==> src/rtl/energy_impulse_averager_core_defines.svh <==
// assertion macros shared by the core
`ifndef ENERGY_IMPULSE_AVERAGER_CORE_DEFINES_SVH
`define ENERGY_IMPULSE_AVERAGER_CORE_DEFINES_SVH

// consequent must hold in the same cycle as the antecedent
`define EIA_ASSERT_SAME(label, clk, rst_n, ante, cons) \
	label: assert property (@(posedge clk) disable iff (!rst_n) (ante) |-> (cons)) \
		else $error("same-cycle check failed");

// consequent must hold in the cycle after the antecedent
`define EIA_ASSERT_NEXT(label, clk, rst_n, ante, cons) \
	label: assert property (@(posedge clk) disable iff (!rst_n) (ante) |=> (cons)) \
		else $error("next-cycle check failed");

`endif

==> src/rtl/eia_pkg.sv <==
package eia_pkg;

	// widths
	localparam int SAMPLE_BITS_DEF = 24;
	localparam int LEVEL_W         = 24;
	localparam int RUN_W           = 6;
	localparam int MAXP_W          = 7;
	localparam int CFG_W           = 24;
	localparam int CFG_IDX_W       = 2;
	localparam int STEP_W          = 2;

	// register indexes
	localparam logic [CFG_IDX_W-1:0] REG_THRESHOLD  = 2'd0;
	localparam logic [CFG_IDX_W-1:0] REG_MIN_PERIOD = 2'd1;
	localparam logic [CFG_IDX_W-1:0] REG_MAX_PERIOD = 2'd2;

	// register reset values
	localparam logic [LEVEL_W-1:0] THR_RST  = 24'd12500;
	localparam logic [RUN_W-1:0]   MINP_RST = 6'd3;
	localparam logic [MAXP_W-1:0]  MAXP_RST = 7'd25;

	// cap on the max period register; a segment stays shorter than it so it fits the run counter
	localparam logic [MAXP_W-1:0] RUN_CAP = 7'd64;

	// microprogram step addresses
	localparam logic [STEP_W-1:0] STEP_FETCH  = 2'd0;
	localparam logic [STEP_W-1:0] STEP_DECIDE = 2'd1;
	localparam logic [STEP_W-1:0] STEP_DIV    = 2'd2;
	localparam logic [STEP_W-1:0] STEP_EMIT   = 2'd3;

	typedef struct packed {
		logic [LEVEL_W-1:0] energy;
		logic               final_sample;
	} in_item_t;

	typedef struct packed {
		logic [LEVEL_W-1:0] level;
		logic               in_impulse;
		logic               last_of_burst;
		logic               end_of_data;
	} out_item_t;

	// datapath controls driven by the current control word
	typedef struct packed {
		logic take_req;
		logic decide;
		logic div_step;
		logic emit;
	} ctl_t;

	// datapath status used for conditional jumps
	typedef struct packed {
		logic req_acc;
		logic no_burst;
		logic div_busy;
		logic emit_busy;
	} sts_t;

	typedef enum logic [1:0] {
		COND_NO_REQ,
		COND_NO_BURST,
		COND_DIV_BUSY,
		COND_EMIT_BUSY
	} cond_t;

	typedef struct packed {
		ctl_t              ctl;
		cond_t             cond;
		logic [STEP_W-1:0] target;
	} uword_t;

endpackage

==> src/rtl/eia_datapath.sv <==
module eia_datapath #(
	parameter int SAMPLE_BITS = eia_pkg::SAMPLE_BITS_DEF
) (
	input  logic                          clk,
	input  logic                          arst_n,
	input  logic                          cfg_wr_en,
	input  logic [eia_pkg::CFG_IDX_W-1:0] cfg_index,
	input  logic [eia_pkg::CFG_W-1:0]     cfg_data,
	input  logic                          in_valid,
	input  eia_pkg::in_item_t             in_item,
	input  logic                          out_ready,
	output logic                          out_valid,
	output eia_pkg::out_item_t            out_item,
	input  eia_pkg::ctl_t                 ctl,
	output eia_pkg::sts_t                 sts
);

	localparam int RUN_W  = eia_pkg::RUN_W;
	localparam int MAXP_W = eia_pkg::MAXP_W;
	localparam int LVL_W  = eia_pkg::LEVEL_W;
	localparam int SUM_W  = SAMPLE_BITS + RUN_W;
	localparam int CMP_W  = (SAMPLE_BITS > LVL_W) ? SAMPLE_BITS : LVL_W;
	localparam int CNT_W  = $clog2(SUM_W + 1);

	// configuration
	logic [LVL_W-1:0]  thr_q;
	logic [RUN_W-1:0]  min_q;
	logic [MAXP_W-1:0] max_q;

	// current request
	logic [SAMPLE_BITS-1:0] sample_q;
	logic                   fin_q;

	// open run
	logic [RUN_W-1:0] len_q;
	logic [SUM_W-1:0] sum_q;
	logic             rej_q;

	// burst and divider
	logic [RUN_W-1:0] burst_q;
	logic             imp_q;
	logic [SUM_W-1:0] quo_q;
	logic [RUN_W-1:0] rem_q;
	logic [RUN_W-1:0] den_q;
	logic [CNT_W-1:0] dcnt_q;
	logic             div_run_q;

	logic                out_valid_q;
	eia_pkg::out_item_t  out_q;

	logic              active;
	logic [MAXP_W-1:0] eff_max;
	logic [MAXP_W-1:0] run_inc;
	logic [SUM_W-1:0]  sum_tot;
	logic [RUN_W-1:0]  d_burst;
	logic              d_div;
	logic [RUN_W-1:0]  d_len;
	logic [SUM_W-1:0]  d_sum;
	logic              d_rej;
	logic [RUN_W:0]    trial;
	logic              trial_ge;
	logic              load;
	logic              req_acc;

	assign active  = CMP_W'(sample_q) > CMP_W'(thr_q);
	assign eff_max = (max_q > eia_pkg::RUN_CAP) ? eia_pkg::RUN_CAP : max_q;
	assign run_inc = {1'b0, len_q} + MAXP_W'(1);
	assign sum_tot = sum_q + SUM_W'(sample_q);

	// segment decision for the latched sample
	always_comb begin
		d_burst = '0;
		d_div   = 1'b0;
		d_len   = len_q;
		d_sum   = sum_q;
		d_rej   = rej_q;
		if (rej_q) begin
			d_burst = RUN_W'(1);
			d_rej   = active;
		end else if (active) begin
			if (fin_q || (run_inc + MAXP_W'(1) >= eff_max)) begin
				d_burst = run_inc[RUN_W-1:0];
				d_len   = '0;
				d_sum   = '0;
				d_rej   = !fin_q;
			end else begin
				d_len = run_inc[RUN_W-1:0];
				d_sum = sum_tot;
			end
		end else if (len_q == '0) begin
			d_burst = RUN_W'(1);
		end else begin
			d_burst = run_inc[RUN_W-1:0];
			d_div   = (run_inc > {1'b0, min_q}) && (run_inc < eff_max);
			d_len   = '0;
			d_sum   = '0;
			d_rej   = 1'b0;
		end
		if (fin_q) begin
			d_len = '0;
			d_sum = '0;
			d_rej = 1'b0;
		end
	end

	// restoring divide, one quotient bit per step
	assign trial    = {rem_q, quo_q[SUM_W-1]};
	assign trial_ge = trial >= {1'b0, den_q};

	assign req_acc = ctl.take_req && in_valid;
	assign load    = ctl.emit && (!out_valid_q || out_ready);

	always_comb begin
		sts.req_acc   = req_acc;
		sts.no_burst  = (d_burst == '0);
		sts.div_busy  = div_run_q && (dcnt_q != CNT_W'(1));
		sts.emit_busy = !(load && (burst_q == RUN_W'(1)));
	end

	always_ff @(posedge clk or negedge arst_n) begin
		if (!arst_n) begin
			thr_q <= eia_pkg::THR_RST;
			min_q <= eia_pkg::MINP_RST;
			max_q <= eia_pkg::MAXP_RST;
		end else if (cfg_wr_en) begin
			case (cfg_index)
				eia_pkg::REG_THRESHOLD:  thr_q <= cfg_data;
				eia_pkg::REG_MIN_PERIOD: min_q <= cfg_data[RUN_W-1:0];
				eia_pkg::REG_MAX_PERIOD: max_q <= cfg_data[MAXP_W-1:0];
				default: ;
			endcase
		end
	end

	always_ff @(posedge clk or negedge arst_n) begin
		if (!arst_n) begin
			len_q       <= '0;
			sum_q       <= '0;
			rej_q       <= 1'b0;
			burst_q     <= '0;
			imp_q       <= 1'b0;
			div_run_q   <= 1'b0;
			dcnt_q      <= '0;
			fin_q       <= 1'b0;
			out_valid_q <= 1'b0;
		end else begin
			if (req_acc) begin
				fin_q <= in_item.final_sample;
			end
			if (ctl.decide) begin
				len_q   <= d_len;
				sum_q   <= d_sum;
				rej_q   <= d_rej;
				burst_q <= d_burst;
				imp_q   <= d_div;
				if (d_div) begin
					div_run_q <= 1'b1;
					dcnt_q    <= CNT_W'(SUM_W);
				end
			end
			if (ctl.div_step && div_run_q) begin
				dcnt_q <= dcnt_q - CNT_W'(1);
				if (dcnt_q == CNT_W'(1)) begin
					div_run_q <= 1'b0;
				end
			end
			if (load) begin
				burst_q     <= burst_q - RUN_W'(1);
				out_valid_q <= 1'b1;
			end else if (out_ready) begin
				out_valid_q <= 1'b0;
			end
		end
	end

	// payload registers
	always_ff @(posedge clk) begin
		if (req_acc) begin
			sample_q <= SAMPLE_BITS'(in_item.energy);
		end
		if (ctl.decide && d_div) begin
			quo_q <= sum_tot;
			rem_q <= '0;
			den_q <= run_inc[RUN_W-1:0];
		end
		if (ctl.div_step && div_run_q) begin
			rem_q <= trial_ge ? RUN_W'(trial - {1'b0, den_q}) : trial[RUN_W-1:0];
			quo_q <= {quo_q[SUM_W-2:0], trial_ge};
		end
		if (load) begin
			out_q.level         <= imp_q ? LVL_W'(quo_q) : '0;
			out_q.in_impulse    <= imp_q;
			out_q.last_of_burst <= (burst_q == RUN_W'(1));
			out_q.end_of_data   <= (burst_q == RUN_W'(1)) && fin_q;
		end
	end

	assign out_valid = out_valid_q;
	assign out_item  = out_q;

endmodule

==> config.mk <==
export PLATFORM = sky130hd
export DESIGN_NAME = eia_datapath
export DESIGN_NICKNAME = d
export VERILOG_FILES = /design/src/rtl/energy_impulse_averager_core_defines.svh /design/src/rtl/eia_pkg.sv /design/src/rtl/eia_datapath.sv
export SDC_FILE = /design/constraint.sdc
export NUM_CORES = 1
export LEC_CHECK = 0
export ABC_AREA = 0
export BUFFER_PORTS_ARGS = -buffer_cell sky130_fd_sc_hd__buf_2
export CORE_ASPECT_RATIO = 0.75
export CORE_MARGIN = 1
export CORE_UTILIZATION = 35
export CTS_CLUSTER_DIAMETER = 100
export DETAILED_ROUTE_END_ITERATION = 8
export PLACE_DENSITY = 0.53
export SYNTH_ARGS = -nofsm -noshare
export SYNTH_HDL_FRONTEND = slang
export SYNTH_SLANG_ARGS = --single-unit
==> constraint.sdc <==
create_clock -name clk -period 8.1 [get_ports clk]
set_clock_uncertainty 0.2 [all_clocks]
set_input_delay 2.025 -clock clk [delete_from_list [all_inputs] [get_ports clk]]
set_output_delay 2.025 -clock clk [all_outputs]
set_load 0.005 [all_outputs]
# Word-level counts from Yosys, hierarchy flattened
# Index checks and enable logic that the tools add are counted.
# word_totals
reg_bits,182
in_bits,60
output_inout_bits,32
elab_cells,103
# op_classes
addsub,6
order_cmp,6
eq_ne,7
mux,38
n_reduce_logical,26
# ops
op,count
2-to-1 mux 30 bit,7
2-to-1 mux 6 bit,14
adder 30 x 24 -> 30 bit,1
> comparator 24 bit,1
2-to-1 mux 5 bit,3
2-to-1 mux 1 bit,13
zero test 6 bit,2
nonzero test 2 bit,5
logical AND 1 bit,8
AND reduction 2 bit,4
"adder 6 x 1 -> 7 bit, second input constant",1
"adder 7 x 1 -> 7 bit, second input constant",1
>= comparator 7 x 6 -> 1 bit,1
>= comparator 7 bit,1
> comparator 7 x 6 -> 1 bit,1
"> comparator 7 bit, second input constant",1
< comparator 7 bit,1
2-to-1 mux 7 bit,1
"equality test 6 x 1 -> 1 bit, second input constant",1
"subtractor 6 x 1 -> 6 bit, second input constant",1
subtractor 6 bit,1
"equality test 5 x 1 -> 1 bit, second input constant",1
"inequality test 5 x 1 -> 1 bit, second input constant",1
"subtractor 5 x 1 -> 5 bit, second input constant",1
other kinds (8),11

# Longest topological paths before layout
# Gate-level depths: netlist (run 1).
# logic_depth
depth_word,11
ltp_mapped,15
mapped_depth_nobuf,13

# Worst setup path after synthesis (run 1)
# OpenSTA, ideal clock, no wires.
# synth_timing
kind,in2out
startpoint,input port out_ready
endpoint,output port sts[0] in the netlist's numbering
t_arrival_ns,3.446
required_ns,5.875
setup_slack_ns,2.429
stages,5
n_path_buf,1
path_cell_list,nand2b_1 -> nand2_1 -> inv_1 -> clkbuf_1 -> nand2_1
# synth_lines
item,line_no,rtl
from (decl),eia_datapath.sv:11,"input logic out_ready,"
to (decl),eia_datapath.sv:15,output eia_pkg::sts_t sts

==> results of run 1 <==
cells by family after synthesis:
family,Yosys count,share of synthesized area [%]
AND/OR/NAND/NOR,283,13.98
adder cells (fa/ha/maj),83,10.58
AO/OA/AOI/OAI,244,15.20
multiplexers,21,2.325
buffers and inverters,95,3.922
XOR/XNOR,39,3.431
flip-flops,182,50.57
registers in the layout, indices dropped and copies added, names as in the netlist, 5 cells and up:
register	flops
burst_q	6
dcnt_q	5
den_q	6
len_q	6
max_q	7
min_q	6
out_item	27
quo_q	30
rem_q	6
sample_q	24
sum_q	30
thr_q	24
stage by stage:
step / utilization (%) / cells / setup WS, ps
2_1_floorplan: - / 947 / 2429
3_3_place_gp: 38.59 / 1397 / 2646
3_5_place_dp: 38.59 / 1397 / 2522
4_1_cts: 40.51 / 1429 / 2029
5_1_grt: 40.51 / 1429 / 1647
6_report: 40.51 / 1429 / 2026
placed cells by master, fill, tap and decap left out, types with 11 or more instances in the layout:
| cell | synthesis | final |
|---|---|---|
| clkbuf_16 | 0 | 17 |
| xor2_1 | 13 | 13 |
| nor3_1 | 16 | 16 |
| buf_2 | 6 | 90 |
| nor2_1 | 36 | 36 |
| a21oi_1 | 48 | 48 |
| dfstp_2 | 11 | 11 |
| dfrtp_1 | 78 | 78 |
| a21o_1 | 14 | 14 |
| xnor2_1 | 26 | 26 |
| o21ai_0 | 92 | 92 |
| inv_1 | 60 | 60 |
| nand3_1 | 19 | 19 |
| ha_1 | 81 | 81 |
| o31ai_1 | 16 | 16 |
| mux2_2 | 17 | 17 |
| and2_1 | 31 | 31 |
| nand2_1 | 118 | 118 |
| nand4_1 | 14 | 14 |
| edfxtp_1 | 93 | 93 |
cell usage after synthesis, types with 16 or more instances:
cell type / number
mux2_2: 17
edfxtp_1: 93
dfrtp_1: 78
clkbuf_1: 23
o31ai_1: 16
ha_1: 81
xnor2_1: 26
nand3_1: 19
a21oi_1: 48
o21ai_0: 92
inv_1: 60
nor3_1: 16
nor2_1: 36
nand2_1: 118
and2_1: 31
layout make-up:
cell class                      count  area, µm²  area share [%]
Timing Repair Buffer               99      518.0           4.569
Inverter                           61      229.0           2.020
Clock inverter                     11      98.84          0.8719
Sequential cell                   182       5034           44.40
Multi-Input combinational cell    670       4536           40.01
Clock buffer                       21      440.4           3.885
Tap cell                          385      481.7           4.249
routing by layer:
metal  global-route usage [%]  vias to the layer above
met3                    3.424                       16
met1                    29.42                     3382
met2                    19.93                      156
li1                         -                     3577
met4                    4.225                        0
met5                        0                        -
power groups by stage:
| stage | sequential, µW | clock (µW) | combinational (µW) |
|---|---|---|---|
| final | 1310 | 799 | 1200 |
| after global routing | 1330 | 853 | 1360 |
| after CTS | 1310 | 818 | 1200 |
| after detailed placement | 1320 | 0 | 1200 |
| after global placement | 1320 | 0 | 1190 |
| after floorplan | 1280 | 0 | 898 |
critical path, stage by stage (launching register included):
cell and delay (ps):
dfrtp_1 580, ha_1 300, xor2_1 620, nand2_1 150
o21ai_0 230, xor2_1 190, ha_1 250, nand2_1 60
a21oi_1 40, a211oi_1 260, o21ai_1 180, or2_1 270
a21oi_1 150, buf_2 130
final timing paths:
check                           slack [ps]   endpoint      start
worst min register to register         290  sum_q[21]  sum_q[21]
worst max-delay path                  2030     sts[2]   len_q[0]
worst min-delay path                   290  sum_q[21]  sum_q[21]
min in group asynchronous             1300  dcnt_q[0]     arst_n
worst max register to register        3720  sum_q[13]   len_q[0]
max in group asynchronous             5160  thr_q[14]     arst_n
==> metrics, run 1 <==
sequential power share between 30% and 40%; CP Capture Type primary output; RSZ-0062 raised after global routing no; Hold Violations, Final 0; Post-DP Area between 10,000 and 15,000 µm²; CTS root buffer clkbuf_16; most area-consuming cells after synthesis edfxtp_1, dfrtp_1, ha_1; Hold Buf Count CTS 0; Post-synth ARST share 48.90%; CTS Buf Count 17; outcome complete, no violations; Fmax between 150 and 200 MHz; min cycle time layout about 6100 ps; ratio of cells with drive above 1 in the final layout 16.67%; Post-synth EDFFs 93; Final ANT Viol Nets 0; Synth Cell Area 9955 µm²; Max Used Layer met4; initial antenna violation count 0; Final Power 3314 µW; maximum vdd drop between 0.15 and 0.2 mV; CP max FO 11; total vias in the final route 7,131; DR WL met2 between 8000 and 9000 µm; drt via density ~5; CTS H-Tree Depth 4; GRT Total Usage between 10% and 20%; drt wl/cell 16.52 µm; nets@finish about 1,200; post-synth cell types 66; met1 wire length around 14,000 µm; yosys warns 0; CTS tree done; Worst Reg-to-Reg Cells 13; number of global-route vias before repair 6,535; Rows between 50 and 60; design area between 10,000 and 15,000 µm²; total routed wirelength roughly 24,000 µm; worst hold margin 288.2 ps; Area growth syn-to-layout 13.89%; Slew @ Worst Pin slightly above 900 ps; endpoints failing setup 0; CP Data Arrival Time roughly 3900 ps; Synth Instances 947; Initial Util ~36%; flops & latches, synth about 180; port bufs just over 90; DR iter-0 viols ~470; Required @ worst endpoint between 5000 and 6000 ps; Post-DP HPWL about 17,000 µm; Syn Nets around 1,100; post-CTS setup buffer count 0; Synth top area share between 20 and 30%; Core ar. 27,980 µm²; Avg Synthesized Cell Area ~11 µm²; largest net degree at the start of global routing 67; clk_lat worst skew about 440 ps; Cell Pwr Density 292.3 nW/µm²; width of the die approximately 200 µm; met3 wire len about 1100 µm; first-pass GRT wire length 37,450 µm; setup_tns 0 ps; # fillers about 2,900; post-synth top area cell edfxtp_1; I/O pin cnt a little over 90; die height approximately 150 µm; clk slew on worst S/H paths around 70 ps; max_slew headroom 39.57%; ant diodes 0; kind of critical path flip-flop to primary output; Min-Delay Path Class flip-flop to flip-flop; Critical Path Start Type flip-flop; clock power share 24.1%; Residual DRC 0; Leak 0.004867 µW; CTS Sinks around 180; Switch Pwr 1234 µW; ratio of final minimum period to clock period roughly three quarters; Switching Fraction a little under two fifths; Hold Path Depth 2; CTS Buffer Depth 2; Max Cap Viol 0; Comb power frac roughly 36%; remaining global-route overflow 0; DR pass1 iterations 4; Final GP Congestion a little over 0.8; die area 29,130 µm²; Seq/Total Area, Yosys roughly half; fin. max-slew vios 0; Main synth FF type edfxtp_1; internal power between 2000 and 2500 µW; post-CTS resize count 0
Note: power is estimated with default switching activity, not from simulation.
==> run 2: changes to the inputs <==
- clock period: 8.1 -> 5.7 ns (I/O delays scaled with it)
==> metrics, run 2 (synthesized netlist as in run 1, its figures left out) <==
total vias in the final route 7,107 (-0.34%); drt via density 4.966 (-0.48%); RSZ-0062 raised after global routing no; global-route met3 utilization 3.469% (+0.045 points); Final GP Congestion 0.8224 (-0.84%); slowest CP cell dfrtp_1; Leak 0.004897 µW (+0.62%); Fmax slightly below 200 MHz; CP Capture Type primary output; Rows 53 (unchanged); endpoints failing setup 0 (unchanged); Final WS setup 553.4 ps (-1472 ps); ant diodes 0 (unchanged); ratio of cells with drive above 1 in the final layout 17.02% (+0.35 points); commonest cells after routing, fill and taps aside nand2_1, edfxtp_1, o21ai_0; pre-CTS setup slack 822.1 ps (-1699 ps); Max Cap Viol 0 (unchanged); Residual DRC 0 (unchanged); remaining global-route overflow 0 (unchanged); Worst Reg-to-Reg Cells 12 (-1); GR Layer Usage met1 28.00% (-1.4 points); GRT Total Usage 16.76% (-0.16 points); drt wl/cell 16.30 µm (-1.3%); WP buf/inv 1 (unchanged); Area growth syn-to-layout 14.62%; CTS Buf Count 17 (unchanged); r2r startpoint len_q[0]; first-pass GRT wire length 37,490 µm (about the same); Final Power 4767 µW (+44%); nets@finish 1,176 (+0.17%); width of the die 196.7 µm (unchanged); DR iter-0 viols 429 (-8.9%); R2R Setup Slk 1310 ps (-2410 ps); ratio of final minimum period to clock period around 90%; die height 148.1 µm (unchanged); post-route core utilization 40.77% (+0.26 points); Final ANT Viol Nets 0 (unchanged); CTS root buffer clkbuf_16; outcome complete, no violations; I/O pin cnt 92 (unchanged); die area 29,130 µm² (unchanged); clk_lat worst skew 440 ps (about the same); Slew @ Worst Pin 898.1 ps (-8.346 ps); kind of critical path flip-flop to primary output; critical path depth in cells 13 (unchanged); Required @ worst endpoint 4070 ps (-1810 ps); CTS tree done; Cell Pwr Density 417.8 nW/µm² (+43%); CTS Sinks 182 (unchanged); CTS Buffer Depth 2 (unchanged); Worst Setup EP sts[2]; setup_tns 0 ps (unchanged); Post-DP HPWL 17,240 µm (-0.80%); commonest non-fill, non-tap cell in the layout nand2_1; Core ar. 27,980 µm² (unchanged); max_slew headroom 40.12% (+0.56 points); GR met2 Demand/Resource 21.34% (+1.4 points); Initial Util 35.57% (unchanged); Worst path max stage delay 580 ps (-40 ps); clk slew on worst S/H paths 70 ps (about the same); initial antenna violation count 0 (unchanged); largest net degree at the start of global routing 65 (-3.0%); worst path cell trace ha_1 > xor2_2 > nand2_1 > o21ai_0 > xor2_1 > ha_1 > nand2_1 > a21oi_1 > a211oi_1 > o21ai_1 > or2_1 > a21oi_1 > buf_2; # fillers 2,766 (-3.1%); worst reg2reg path endpoint quo_q[27]; fin. max-slew vios 0 (unchanged); Min-Delay Path Class flip-flop to flip-flop; maximum vdd drop 0.2448 mV (+60%); crit path launch len_q[0]; number of global-route vias before repair 6,743 (+3.2%); Critical Path Start Type flip-flop; GR peak layer met1; DR pass1 iterations 4 (unchanged); Hold Violations, Final 0 (unchanged); Top Family by Delay on Critical Path compound AO/OA/AOI/OAI gates; CP Data Arrival Time 3520 ps (-330 ps); port bufs 91 (unchanged); CTS H-Tree Depth 4 (unchanged); CP max FO 11 (unchanged); total routed wirelength 23,330 µm (-1.2%); min cycle time layout between 5000 and 6000 ps
[run 2: worst min path at each step]
stage | endpoint | cells past startpoint | slack [ps] | start
floorplan | sum_q[0] | 2 | 240 | sum_q[0]
global placement | sum_q[2] | 2 | 270 | sum_q[2]
detailed placement | sum_q[9] | 2 | 270 | sum_q[9]
CTS | sum_q[9] | 2 | 290 | sum_q[9]
global route | thr_q[4] | 2 | 330 | thr_q[4]
finish | sum_q[15] | 2 | 280 | sum_q[15]
[run 2: worst min-delay path: stages, from the launching register on]
cell and delay (ps):
dfrtp_1 350, nand2_1 50, o21ai_0 60
[run 2: what timing repair did]
action | 4_1_cts | 5_1_grt
gates resized for setup | 0 | 1
hold buffers | 0 | 0
setup endpoints to repair | 0 | 1
endpoints found under the hold margin | 0 | 0
buffers inserted | 0 | 0
[run 2: layer usage]
layer | wire length, µm | vias up
met5 | 0 | -
met4 | 174 | 0
met3 | 1075 | 15
met2 | 8535 | 165
met1 | 13540 | 3352
li1 | - | 3575
[run 2: cell type report]
class	instances	area, µm²	area share [%]
multi-input combinational	670	4543	39.82
inverter	61	229.0	2.007
clock inverter	8	86.33	0.7567
tap	385	481.7	4.222
timing repair buffer	101	533.0	4.672
clock buffer	24	503.0	4.408
sequential	182	5034	44.12
[run 2: power by group]
part	internal, µW	leakage (µW)	switching, µW
clock network	670	0.000284	525
logic	665	0.00261	1050
registers	1690	0.00200	163
total	3030	0.00490	1740
[run 2: metrics by stage]
| stage | hold slack [ps] | instances | cell area [µm²] |
|---|---|---|---|
| finish | 284.3 | 1431 | 11410 |
| global route | 326.8 | 1431 | 11410 |
| CTS | 287.7 | 1431 | 11400 |
| detailed placement | 273.9 | 1399 | 10810 |
| global placement | 265.2 | 1399 | 10810 |
| floorplan | 241.4 | 947 | 9955 |
