## src/rtl/energy_impulse_averager_core_defines.svh

```systemverilog
// assertion macros shared by the core
`ifndef ENERGY_IMPULSE_AVERAGER_CORE_DEFINES_SVH
`define ENERGY_IMPULSE_AVERAGER_CORE_DEFINES_SVH

// consequent must hold in the same cycle as the antecedent
`define EIA_ASSERT_SAME(label, clk, rst_n, ante, cons) \
	label: assert property (@(posedge clk) disable iff (!rst_n) (ante) |-> (cons)) \
		else $error("same-cycle check failed");

// consequent must hold in the cycle after the antecedent
`define EIA_ASSERT_NEXT(label, clk, rst_n, ante, cons) \
	label: assert property (@(posedge clk) disable iff (!rst_n) (ante) |=> (cons)) \
		else $error("next-cycle check failed");

`endif

```

## src/rtl/eia_pkg.sv

```systemverilog
package eia_pkg;

	// widths
	localparam int SAMPLE_BITS_DEF = 24;
	localparam int LEVEL_W         = 24;
	localparam int RUN_W           = 6;
	localparam int MAXP_W          = 7;
	localparam int CFG_W           = 24;
	localparam int CFG_IDX_W       = 2;
	localparam int STEP_W          = 2;

	// register indexes
	localparam logic [CFG_IDX_W-1:0] REG_THRESHOLD  = 2'd0;
	localparam logic [CFG_IDX_W-1:0] REG_MIN_PERIOD = 2'd1;
	localparam logic [CFG_IDX_W-1:0] REG_MAX_PERIOD = 2'd2;

	// register reset values
	localparam logic [LEVEL_W-1:0] THR_RST  = 24'd12500;
	localparam logic [RUN_W-1:0]   MINP_RST = 6'd3;
	localparam logic [MAXP_W-1:0]  MAXP_RST = 7'd25;

	// cap on the max period register; a segment stays shorter than it so it fits the run counter
	localparam logic [MAXP_W-1:0] RUN_CAP = 7'd64;

	// microprogram step addresses
	localparam logic [STEP_W-1:0] STEP_FETCH  = 2'd0;
	localparam logic [STEP_W-1:0] STEP_DECIDE = 2'd1;
	localparam logic [STEP_W-1:0] STEP_DIV    = 2'd2;
	localparam logic [STEP_W-1:0] STEP_EMIT   = 2'd3;

	typedef struct packed {
		logic [LEVEL_W-1:0] energy;
		logic               final_sample;
	} in_item_t;

	typedef struct packed {
		logic [LEVEL_W-1:0] level;
		logic               in_impulse;
		logic               last_of_burst;
		logic               end_of_data;
	} out_item_t;

	// datapath controls driven by the current control word
	typedef struct packed {
		logic take_req;
		logic decide;
		logic div_step;
		logic emit;
	} ctl_t;

	// datapath status used for conditional jumps
	typedef struct packed {
		logic req_acc;
		logic no_burst;
		logic div_busy;
		logic emit_busy;
	} sts_t;

	typedef enum logic [1:0] {
		COND_NO_REQ,
		COND_NO_BURST,
		COND_DIV_BUSY,
		COND_EMIT_BUSY
	} cond_t;

	typedef struct packed {
		ctl_t              ctl;
		cond_t             cond;
		logic [STEP_W-1:0] target;
	} uword_t;

endpackage

```

## src/rtl/eia_seq.sv

```systemverilog
module eia_seq (
	input  logic          clk,
	input  logic          arst_n,
	input  eia_pkg::sts_t sts,
	output eia_pkg::ctl_t ctl
);

	logic [eia_pkg::STEP_W-1:0] step_q;
	logic [eia_pkg::STEP_W-1:0] step_nxt;
	eia_pkg::uword_t            uw;
	logic                       cond_hit;

	// control store: jump to target when the condition holds, else fall through
	function automatic eia_pkg::uword_t ucode(input logic [eia_pkg::STEP_W-1:0] addr);
		eia_pkg::uword_t w;
		w = '0;
		case (addr)
			eia_pkg::STEP_FETCH: begin
				w.ctl.take_req = 1'b1;
				w.cond         = eia_pkg::COND_NO_REQ;
				w.target       = eia_pkg::STEP_FETCH;
			end
			eia_pkg::STEP_DECIDE: begin
				w.ctl.decide = 1'b1;
				w.cond       = eia_pkg::COND_NO_BURST;
				w.target     = eia_pkg::STEP_FETCH;
			end
			eia_pkg::STEP_DIV: begin
				w.ctl.div_step = 1'b1;
				w.cond         = eia_pkg::COND_DIV_BUSY;
				w.target       = eia_pkg::STEP_DIV;
			end
			eia_pkg::STEP_EMIT: begin
				w.ctl.emit = 1'b1;
				w.cond     = eia_pkg::COND_EMIT_BUSY;
				w.target   = eia_pkg::STEP_EMIT;
			end
			default: begin
				w.cond   = eia_pkg::COND_NO_REQ;
				w.target = eia_pkg::STEP_FETCH;
			end
		endcase
		return w;
	endfunction

	always_comb begin
		uw = ucode(step_q);
		case (uw.cond)
			eia_pkg::COND_NO_REQ:    cond_hit = !sts.req_acc;
			eia_pkg::COND_NO_BURST:  cond_hit = sts.no_burst;
			eia_pkg::COND_DIV_BUSY:  cond_hit = sts.div_busy;
			eia_pkg::COND_EMIT_BUSY: cond_hit = sts.emit_busy;
			default:                 cond_hit = 1'b0;
		endcase
		// last step wraps back to fetch
		step_nxt = cond_hit ? uw.target : step_q + eia_pkg::STEP_W'(1);
		ctl      = uw.ctl;
	end

	always_ff @(posedge clk or negedge arst_n) begin
		if (!arst_n) begin
			step_q <= eia_pkg::STEP_FETCH;
		end else begin
			step_q <= step_nxt;
		end
	end

endmodule

```

## config.mk

```make
export PLATFORM = sky130hd
export DESIGN_NAME = eia_seq
export DESIGN_NICKNAME = d
export VERILOG_FILES = /design/src/rtl/energy_impulse_averager_core_defines.svh /design/src/rtl/eia_pkg.sv /design/src/rtl/eia_seq.sv
export SDC_FILE = /design/constraint.sdc
export NUM_CORES = 1
export LEC_CHECK = 0
export ABC_CLOCK_PERIOD_IN_PS = 2200
export BUFFER_PORTS_ARGS = -buffer_cell sky130_fd_sc_hd__buf_2
export CORE_AREA = 5 5 42 44
export CTS_CLUSTER_DIAMETER = 50
export DETAILED_ROUTE_END_ITERATION = 8
export DIE_AREA = 0 0 47 49
export PLACE_DENSITY = 0.46
export SLEW_MARGIN = 20
export SYNTH_ARGS = -nofsm -noshare
export SYNTH_HDL_FRONTEND = slang
export SYNTH_SLANG_ARGS = --single-unit
```

## constraint.sdc

```tcl
create_clock -name clk -period 2.2 [get_ports clk]
set_input_delay 0 -clock clk [delete_from_list [all_inputs] [get_ports clk]]
set_output_delay 0 -clock clk [all_outputs]
set_load 0.005 [all_outputs]
```

## Word-level counts from Yosys, hierarchy flattened

Cells that the tools add are included.

| cells by class | value |
|---|---|
| $add $sub $neg | 1 |
| eq/ne operators | 6 |
| mux-type cells | 7 |
| reductions and logical operators | 3 |

Operators by type and width:

| operator | number |
|---|---|
| $pmux 4 s4 | 1 |
| $eq 2x2->1 const B | 4 |
| $eq 2x1->1 const B | 2 |
| $logic_not 2->1 | 2 |
| $mux 1 | 4 |
| $pmux 1 s4 | 1 |
| $add 2x1->2 const B | 1 |
| $mux 2 | 1 |
| $logic_not 1->1 | 1 |

| word-level totals | value |
|---|---|
| flip-flop bits (word level) | 2 |
| input port bits | 6 |
| output and inout bits | 4 |

## Depth between registers and ports, before layout

Gate-level depths: netlist of run 1.

| logic depth | value |
|---|---|
| depth after elaboration | 5 |
| gate-level depth with buffers | 5 |
| depth with buffers taken out | 5 |

## Worst setup path after synthesis of run 1

Ideal clock, no wire load.

| path | value |
|---|---|
| path type | flip-flop to flip-flop |
| from | register step_q[0] (netlist bit) |
| to | register step_q[0] (netlist bit) |
| library setup time | 125 ps |
| data arrival time | 1,298 ps |
| required time | 2,075 ps |
| path slack | 777 ps |
| stages on the path, launching flop included | 6 |
| buffers on the path | 0 |
| path through | dfrtp_1 > inv_1 > ha_1 > a21oi_1 > a22oi_2 > mux2_4 |

| on the way | value |
|---|---|
| cells in the longest elaborated chain, start to end | 5 |
| elaborated cells on any way between the ends | 12 |
| those cells by class | add/sub: 1; eq/ne: 6; mux: 3; reduce/logical: 2 |

RTL lines:

| what | line | text |
|---|---|---|
| start: declaration | eia_seq.sv:8 | `logic [eia_pkg::STEP_W-1:0] step_q;` |
| start signal: assignment | eia_seq.sv:62 | `step_q <= eia_pkg::STEP_FETCH;` |
| start signal: assignment | eia_seq.sv:64 | `step_q <= step_nxt;` |
| $eq 2x2->1 (tied with other cells) | eia_seq.sv:17 | `case (addr)` |
| $pmux 4 s4 | eia_seq.sv:17 |  |
| $eq 2x2->1 (tied with other cells) | eia_seq.sv:48 | `case (uw.cond)` |
| $pmux 1 s4 | eia_seq.sv:48 |  |
| $mux 2 * | eia_seq.sv:56 | `step_nxt = cond_hit ? uw.target : step_q + eia_pkg::STEP_W'(1);` |
| named net step_nxt, one bit | eia_seq.sv:9 | `logic [eia_pkg::STEP_W-1:0] step_nxt;` |

Mark *: on every way through the listed nets, which the timed path passes. The rest lies on a longest branch.

## Worst setup path in the final report of run 1

Same ends and word-level chain as after synthesis.

==> impl_metrics.csv, run 1 <==
group,metric,value,unit
worst_setup_path,cp_num_buf_inv,1,
logic_synthesis,synth_commonest_cells,"ha_1 (7), inv_1 (3), a22oi_2 (2), dfrtp_1 (2)",
worst_setup_path,reg2reg_from,"step_q[0]",
clock_network,clk_pin_slew,30,ps
power_and_ir_drop,vdd_drop_max,0.557,mV
clock_network,cts_tree,"yes",
floorplan,chipWidth,47,microns
cells_and_area,n_fill_cell,165,
routing,ant_nets,0,
place,placedCellCount,43,
worst_setup_path,critPathMaxFanout,5,
timing,period_needed,1530,ps
routing,drc,0,
timing,relSlewSlack,85.2,%
logic_synthesis,yosysTopAreaCell,"ha_1",
cells_and_area,regArea,50.0,sq um
place,gp_congestion,0.726,
timing,period_share,69.5,%
logic_synthesis,synth_cell_type_count,8,
timing,max_freq,654,MHz
floorplan,ios,10,
logic_synthesis,syn_area,208,sq um
power_and_ir_drop,p_leak,0.173,nW
logic_synthesis,synth_seq_cells,2,
status,status,"finished, final reports clean",
worst_setup_path,cp_cell_sequence,"inv_1 > ha_1 > a21oi_1 > a22oi_2 > mux2_4",
place,port_buffers,9,
cells_and_area,area_growth,47.0,%
clock_network,cts_buffer_depth,2,
power_and_ir_drop,swShare,40.8,%
worst_setup_path,critical_path.endpoint,"step_q[0]",
timing,setup_tns,0,ps
cells_and_area,layout.nets,46,
routing,drt-initial-drc-count,2,
logic_synthesis,ys_seq_area_share,24.1,%
worst_setup_path,crit_path_end_kind,"flop",
timing,rsz0062_at_grt,"false",
job,maxCapViolCount,0,
routing,route.met2.wl,153,microns
cells_and_area,regMostFlops,"step_q",
clock_network,cts.sinks,2,
worst_setup_path,crit_required,2300,ps
timing,hold_viol,0,
timing,skew,2.65,ps
cells_and_area,n_antenna_cell,0,
worst_setup_path,cp-start-kind,"flop",
worst_setup_path,path_class,"reg2reg",
routing,route.met3.wl,73,microns
global_routing,grt_overflow,0,
clock_network,cts.htree.levels,1,
worst_setup_path,worst-path-stages,5,
logic_synthesis,yosys_warnings,0,
logic_synthesis,synth_edf_count,0,
logic_synthesis,synth_cells,18,
cells_and_area,fin_cells,47,
logic_synthesis,synthTopCellsByArea,"ha_1 (42%), dfrtp_1 (24%), a22oi_2 (12%)",
worst_setup_path,r2r_cells,5,
floorplan,start_util,14.8,%
place,dp_hpwl,349,microns
clock_network,clk_latency,220,ps
power_and_ir_drop,power-per-cell-area,1370,nW/um^2
cells_and_area,reg_top3,"step_q x2",
worst_setup_path,cp-startpoint,"step_q[0]",
logic_synthesis,synth.avg_cell_area,11.5,sq um
timing,tightest_slew,222,ps
floorplan,fp.dieH,49,microns
clock_network,cts_resized,0,
routing,vias,164,
routing,top_layer,"met3",
power_and_ir_drop,p_sw,0.000170,W
power_and_ir_drop,pwr-share-seq,20.7,%
worst_setup_path,critical-path-max-stage-delay,420,ps
worst_setup_path,worstPathArrival,1630,ps
global_routing,grt_max_degree,6,
global_routing,grt_first_pass_wirelength,814,microns
routing,via_per_inst,3.49,
hold_path,min_path_type,"in2async",
worst_setup_path,crit_family,"flip-flops",
routing,wl_met1,236,microns
power_and_ir_drop,combPwrFrac,60.2,%
timing,drv_slew,0,
timing,finalSetupViolCount,0,
logic_synthesis,yosysMostFrequentCell,"ha_1",
power_and_ir_drop,p_int,0.000247,W
floorplan,design.core.area,1400,sq um
global_routing,antenna_found_initial,0,
cells_and_area,largest_reg_flops,2,
floorplan,placementRows,14,
clock_network,cts-root-buf,"clkbuf_4",
power_and_ir_drop,p_clk_share,19.1,%
logic_synthesis,synth_nets,31,
cells_and_area,multi_input_area,146,sq um
cells_and_area,drive_gt1_share,48.4,%
logic_synthesis,async_reset_ff_share,100,%
routing,wl_per_cell,9.85,microns
floorplan,dieArea,2300,sq um
clock_network,cts_buffers,3,
logic_synthesis,netlist.area_leader.share,42.2,%
worst_setup_path,rrSetupSlack,670,ps
logic_synthesis,synth_top_flop_cell,"dfrtp_1",
routing,drt_wl_total,463,microns
routing,drt_first_pass_iters,2,
worst_setup_path,critPathSlowestCell,"dfrtp_1",
worst_setup_path,r2r_end,"step_q[0]",
global_routing,grt_use_total,5.07,%
global_routing,grt_pass1_vias,195,
[kinds of logic after synthesis]
group           Yosys count  synth area share (%)
flops                     2                  24.1
buf+inv                   3                  5.42
mux                       2                  12.0
fa+ha+maj                 7                  42.2
simple gates              1                  1.81
compound gates            3                  14.5
[timing repair]
item | CTS | global route
hold buffers | 1 | 0
buffers inserted | 0 | 0
endpoints found under the hold margin | 2 | 0
[through the flow]
step | setup WS, ps | power [W] | cell area [sq um] | util, % | hold WS [ps]
6_report | 671 | 0.000417 | 305 | 21.8 | 103
5_1_grt | 572 | 0.000469 | 305 | 21.8 | 100
4_1_cts | 665 | 0.000426 | 305 | 21.8 | 79.2
3_5_place_dp | 679 | 0.000337 | 273 | 19.5 | -213
3_3_place_gp | 692 | 0.000339 | 273 | 19.5 | -208
2_1_floorplan | 777 | 0.000263 | 208 | - | -296
[layout by cell type (no fill, tap or decap)]
cell type,instances
inv_1,3
mux2i_1,1
dlygate4sd3_1,1
nor2_1,1
ha_1,7
dfrtp_1,2
buf_2,9
a22oi_2,2
clkbuf_4,3
a21oi_1,1
mux2_4,1
[routing by layer]
| layer | vias up | track usage (%) |
|---|---|---|
| met3 | 0 | 4.06 |
| met1 | 69 | 6.17 |
| li1 | 85 | - |
| met4 | 0 | 4.15 |
| met5 | - | 0 |
| met2 | 10 | 5.43 |
[power groups by stage]
stage / logic, W / registers [W] / clock network [W]
6_report: 0.000251 / 0.0000865 / 0.0000797
2_1_floorplan: 0.000183 / 0.0000794 / 0
4_1_cts: 0.000254 / 0.0000866 / 0.0000852
5_1_grt: 0.000291 / 0.0000893 / 0.0000894
3_3_place_gp: 0.000251 / 0.0000876 / 0
3_5_place_dp: 0.000250 / 0.0000870 / 0
[cell type report]
class	count	share of cell area (%)
Sequential cell	2	16.4
Clock buffer	3	7.38
Tap cell	16	6.56
Multi-Input combinational cell	13	48.0
Inverter	3	3.69
Timing Repair Buffer	10	18.0
[worst reg2reg max path, stage by stage (launching register included)]
cell     delay (ps)
dfrtp_1         420
inv_1           150
ha_1            230
a21oi_1          60
a22oi_2         220
mux2_4          320
[how the worst min path moves through the flow]
stage | start | endpoint | slack [ps] | cells past startpoint
2_1_floorplan | arst_n | step_q[0] | -300 | 0
3_3_place_gp | arst_n | step_q[1] | -210 | 1
3_5_place_dp | arst_n | step_q[1] | -210 | 1
4_1_cts | arst_n | step_q[0] | 80 | 2
5_1_grt | arst_n | step_q[0] | 100 | 2
6_report | arst_n | step_q[0] | 100 | 2
No activity file was read; power rests on OpenSTA's default activity.
==> run 2: changes to the inputs <==
--- a/config.mk
+++ b/config.mk
@@ -5,13 +5,13 @@
 export SDC_FILE = /design/constraint.sdc
 export NUM_CORES = 1
 export LEC_CHECK = 0
-export ABC_CLOCK_PERIOD_IN_PS = 2200
+export ABC_CLOCK_PERIOD_IN_PS = 1400
 export BUFFER_PORTS_ARGS = -buffer_cell sky130_fd_sc_hd__buf_2
 export CORE_AREA = 5 5 42 44
 export CTS_CLUSTER_DIAMETER = 50
 export DETAILED_ROUTE_END_ITERATION = 8
 export DIE_AREA = 0 0 47 49
-export PLACE_DENSITY = 0.46
+export PLACE_DENSITY = 0.47
 export SLEW_MARGIN = 20
 export SYNTH_ARGS = -nofsm -noshare
 export SYNTH_HDL_FRONTEND = slang
==> constraint.sdc (replaced) <==
create_clock -name clk -period 1.4 [get_ports clk]
set_input_delay 0 -clock clk [delete_from_list [all_inputs] [get_ports clk]]
set_output_delay 0 -clock clk [all_outputs]
set_load 0.005 [all_outputs]
==> impl_metrics.csv, run 2 (synthesis results as in run 1) <==
group,metric,value,unit
clock_network,cts_buffer_depth,2,
worst_setup_path,critPathSlowestCell,"dfrtp_2",
cells_and_area,regMostFlops,"step_q",
timing,hold_viol,0,
worst_setup_path,worstPathArrival,1470,ps
floorplan,dieArea,2300,sq um
floorplan,chipWidth,47,microns
power_and_ir_drop,power-per-cell-area,2290,nW/um^2
clock_network,clk_pin_slew,30,ps
cells_and_area,n_antenna_cell,0,
job,maxCapViolCount,0,
timing,setup_tns,0,ps
worst_setup_path,cp-start-kind,"flop",
routing,vias,197,
floorplan,placementRows,14,
clock_network,cts_buffers,3,
clock_network,cts-root-buf,"clkbuf_4",
routing,wl_per_cell,10.0,microns
cells_and_area,final_cell_mix,"buf_2 (9), buf_4 (8), ha_1 (4)",
timing,max_freq,732,MHz
worst_setup_path,path_class,"reg2reg",
global_routing,grt_first_pass_wirelength,897,microns
place,gp_congestion,0.631,
cells_and_area,layout.nets,54,
floorplan,start_util,14.8,%
timing,relSlewSlack,87.3,%
timing,period_needed,1370,ps
cells_and_area,multi_input_area,188,sq um
cells_and_area,final_util,29.3,%
worst_setup_path,crit_required,1500,ps
worst_setup_path,critical-path-max-stage-delay,450,ps
place,placedCellCount,48,
global_routing,grt_max_degree,6,
global_routing,grt_overflow,0,
routing,via_per_inst,3.58,
cells_and_area,fin_cells,55,
hold_path,min_path_type,"in2async",
clock_network,cts_tree,"yes",
worst_setup_path,rrSetupSlack,30,ps
power_and_ir_drop,p_total,0.000938,W
worst_setup_path,critPathMaxFanout,5,
place,port_buffers,9,
routing,drt_wl_total,551,microns
cells_and_area,area_growth,97.6,%
place,dp_hpwl,383,microns
routing,drt-initial-drc-count,0,
floorplan,design.core.area,1400,sq um
timing,tightest_slew,191,ps
worst_setup_path,cp_cell_sequence,"inv_4 > ha_4 > a21oi_2 > a22oi_2 > mux2_4",
clock_network,cts.htree.levels,1,
cells_and_area,drive_gt1_share,76.9,%
timing,skew,0.251,ps
routing,ant_nets,0,
floorplan,ios,10,
worst_setup_path,r2r_cells,5,
cells_and_area,reg_top3,"step_q x2",
cells_and_area,regArea,51.3,sq um
power_and_ir_drop,p_leak,0.210,nW
global_routing,grt_use_total,5.63,%
routing,drc,0,
cells_and_area,n_fill_cell,158,
routing,drt_first_pass_iters,1,
worst_setup_path,crit_path_end_kind,"flop",
timing,timing.hold.ws,87.9,ps
clock_network,clk_latency,220,ps
worst_setup_path,r2r_end,"step_q[0]",
worst_setup_path,reg2reg_from,"step_q[0]",
global_routing,antenna_found_initial,0,
timing,drv_slew,0,
cells_and_area,mostFrequentLayoutCell,"buf_2",
status,status,"finished, final reports clean",
timing,finalSetupViolCount,0,
timing,rsz0062_at_grt,"true",
power_and_ir_drop,vdd_drop_max,0.819,mV
floorplan,fp.dieH,49,microns
cells_and_area,largest_reg_flops,2,
clock_network,cts.sinks,2,
timing,period_share,97.6,%
global_routing,grt_pass1_vias,219,
run 2: cell count changes in the layout (fill, tap and decap cells not counted):
cell | previous run | this run
ha_4 | 0 | 3
buf_4 | 0 | 8
a21oi_2 | 0 | 1
inv_4 | 0 | 1
dfrtp_2 | 0 | 1
dfrtp_1 | 2 | 1
inv_2 | 0 | 1
ha_1 | 7 | 4
inv_1 | 3 | 1
a21oi_1 | 1 | 0
run 2: worst max path at each step:
stage | start | endpoint | slack [ps] | cells after the start
global placement | step_q[0] | step_q[0] | -30 | 5
floorplan | step_q[1] | step_q[0] | 20 | 5
finish | step_q[0] | step_q[0] | 30 | 5
CTS | step_q[1] | step_q[0] | 10 | 5
global route | step_q[1] | step_q[1] | -20 | 6
detailed placement | step_q[0] | step_q[0] | -10 | 5
run 2: metal layers:
metal	track usage (%)	part of all wire, %	up-vias
met5	0	0	-
met4	6.91	0	0
met3	1.48	9.6	0
met2	6.79	45	10
met1	6.81	45	84
li1	-	-	103
run 2: worst max-delay path, delay by kind of cell, from the launching register on:
family / cells / cell delay (ps)
buffers and inverters: 1 / 110
multiplexers: 1 / 320
adder cells (fa/ha/maj): 1 / 140
AO/OA/AOI/OAI: 2 / 220
flip-flops: 1 / 450
run 2: layout make-up:
| cell class | instances | area share, % |
|---|---|---|
| clock buffer | 3 | 5.49 |
| multi-input combinational | 13 | 45.7 |
| inverter | 3 | 3.35 |
| tap | 16 | 4.88 |
| sequential | 2 | 12.5 |
| timing repair buffer | 18 | 28.0 |
run 2: per-stage QoR:
step / instance area [sq um] / setup slack (ps)
5_1_grt: 410 / -17.3
4_1_cts: 360 / 13.3
2_1_floorplan: 210 / 18.6
3_5_place_dp: 313 / -11.3
3_3_place_gp: 313 / -30.7
6_report: 410 / 33.0
run 2: power breakdown:
part	switching [W]	internal [W]
Sequential	0.0000545	0.0000947
Clock	0.0000326	0.0000946
Combinational	0.000272	0.000390
Total	0.000359	0.000579
run 2: what timing repair did:
item,4_1_cts,5_1_grt
endpoints found under the hold margin,2,0
pin swaps,1,2
hold buffers,1,0
buffers inserted,2,1
setup endpoints to repair,2,2
gates resized for setup,1,8
==> run 3: changes to the inputs <==
==> constraint.sdc (replaced) <==
create_clock -name clk -period 1.4 [get_ports clk]
set_input_delay 0.14 -clock clk [delete_from_list [all_inputs] [get_ports clk]]
set_output_delay 0.14 -clock clk [all_outputs]
set_load 0.005 [all_outputs]
==> impl_metrics.csv, run 3 (synthesis results as in run 1) <==
group,metric,value,unit
cells_and_area,n_fill_cell,157,
timing,skew,0.251,ps
worst_setup_path,cp-start-kind,"flop",
hold_path,min_path_type,"in2async",
place,gp_congestion,0.631,
cells_and_area,reg_top3,"step_q x2",
place,place_ws,-11.3,ps
worst_setup_path,crit_family,"flip-flops",
floorplan,ios,10,
power_and_ir_drop,vdd_drop_max,0.812,mV
clock_network,cts.htree.levels,1,
cells_and_area,regMostFlops,"step_q",
routing,drt_wl_total,544,microns
clock_network,cts_tree,"yes",
cells_and_area,n_antenna_cell,0,
place,place_area,313,sq um
global_routing,grt_use_total,5.63,%
floorplan,fp.dieH,49,microns
global_routing,grt_first_pass_wirelength,897,microns
cells_and_area,finalInstanceArea,405,sq um
clock_network,cts-root-buf,"clkbuf_4",
routing,ant_nets,0,
floorplan,design.core.area,1400,sq um
cells_and_area,regArea,51.3,sq um
timing,timing.hold.ws,228,ps
clock_network,clk_pin_slew,30,ps
clock_network,cts_buffer_depth,2,
worst_setup_path,crit_path_end_kind,"flop",
routing,vias,193,
status,status,"finished, final reports clean",
floorplan,start_util,14.8,%
timing,tightest_slew,189,ps
worst_setup_path,path_class,"reg2reg",
worst_setup_path,critPathSlowestCell,"dfrtp_2",
floorplan,dieArea,2300,sq um
timing,hold_viol,0,
cells_and_area,final_cell_mix,"buf_2 (9), buf_4 (7), ha_4 (3), ha_1 (3), clkbuf_4 (3)",
global_routing,grt_overflow,0,
timing,drv_slew,0,
routing,drt-initial-drc-count,0,
routing,wl_per_cell,10.1,microns
worst_setup_path,cp_cell_sequence,"inv_4 > ha_4 > a21oi_2 > a22oi_2 > mux2_4",
routing,via_per_inst,3.57,
worst_setup_path,critical-path-max-stage-delay,450,ps
clock_network,cts_buffers,3,
cells_and_area,layout.nets,53,
global_routing,antenna_found_initial,0,
timing,timing.final.ws_setup,39.0,ps
global_routing,grt_pass1_vias,219,
power_and_ir_drop,p_leak,0.203,nW
cells_and_area,mostFrequentLayoutCell,"buf_2",
worst_setup_path,crit_required,1500,ps
power_and_ir_drop,p_total,0.000916,W
worst_setup_path,critPathMaxFanout,5,
worst_setup_path,cp_num_buf_inv,1,
place,port_buffers,9,
clock_network,cts.sinks,2,
cells_and_area,multi_input_area,190,sq um
timing,max_freq,735,MHz
place,dp_hpwl,383,microns
timing,period_needed,1360,ps
global_routing,grt_max_degree,6,
floorplan,placementRows,14,
timing,period_share,97.2,%
job,maxCapViolCount,0,
routing,drt_first_pass_iters,1,
routing,drc,0,
timing,rsz0062_at_grt,"true",
timing,finalSetupViolCount,0,
clock_network,clk_latency,220,ps
power_and_ir_drop,power-per-cell-area,2260,nW/um^2
cells_and_area,largest_reg_flops,2,
floorplan,chipWidth,47,microns
worst_setup_path,worstPathArrival,1460,ps
timing,relSlewSlack,87.4,%
cells_and_area,area_growth,95.2,%
cells_and_area,drive_gt1_share,78.9,%
timing,setup_tns,0,ps
run 3: cell types whose count changed in the layout (fill, tap and decap cells not counted), sizes merged:
cell and change:
buf -1
run 3: area by class of cell:
class | count | share of cell area [%]
inverters | 3 | 3.40
clock buffers | 3 | 5.56
multi-input cells | 13 | 46.9
flip-flops and latches | 2 | 12.7
repair buffers | 17 | 26.5
well taps | 16 | 4.94
run 3: repair_timing:
item                                    4_1_cts  5_1_grt
buffers inserted                              2        0
hold buffers                                  1        0
pin swaps                                     1        2
endpoints found under the setup margin        2        3
endpoints found under the hold margin         2        0
resized for setup                             1        9
run 3: metal layers:
| metal | part of all wire, % | GRT usage [%] | routed length (microns) | vias to the layer above |
|---|---|---|---|---|
| met5 | 0 | 0 | 0 | - |
| met4 | 0 | 6.91 | 0 | 0 |
| met3 | 9.7 | 1.48 | 53 | 0 |
| met2 | 46 | 6.79 | 248 | 10 |
| met1 | 44 | 6.81 | 242 | 82 |
| li1 | - | - | - | 101 |
run 3: path summary, 6_finish.rpt:
kind                                 from   endpoint  slack [ps]  depth (start not counted)
worst max-delay path            step_q[0]  step_q[0]          40                          5
worst min-delay path               arst_n  step_q[0]         230                          2
worst max register to register  step_q[0]  step_q[0]          40                          5
worst min register to register  step_q[0]  step_q[0]         840                          3
max in group asynchronous          arst_n  step_q[0]        1070                          2
min in group clk                   sts[3]  step_q[0]         320                          3
run 3: where the power goes:
group / internal [W] / switching [W]
Clock: 0.0000946 / 0.0000325
Combinational: 0.000375 / 0.000265
Sequential: 0.0000947 / 0.0000539
Total: 0.000565 / 0.000351
run 3: worst register-to-register path: cells and delay by family (launching register included):
family | cells | cell delay [ps]
AOI/OAI and AO/OA | 2 | 220
muxes | 1 | 320
DFF | 1 | 450
adders and majority gates | 1 | 140
buffers and inverters | 1 | 110
run 3: per-stage QoR:
stage | cells | utilization [%]
2_1_floorplan | 18 | -
3_3_place_gp | 48 | 22.3
3_5_place_dp | 48 | 22.3
4_1_cts | 54 | 25.7
5_1_grt | 54 | 28.9
6_report | 54 | 28.9
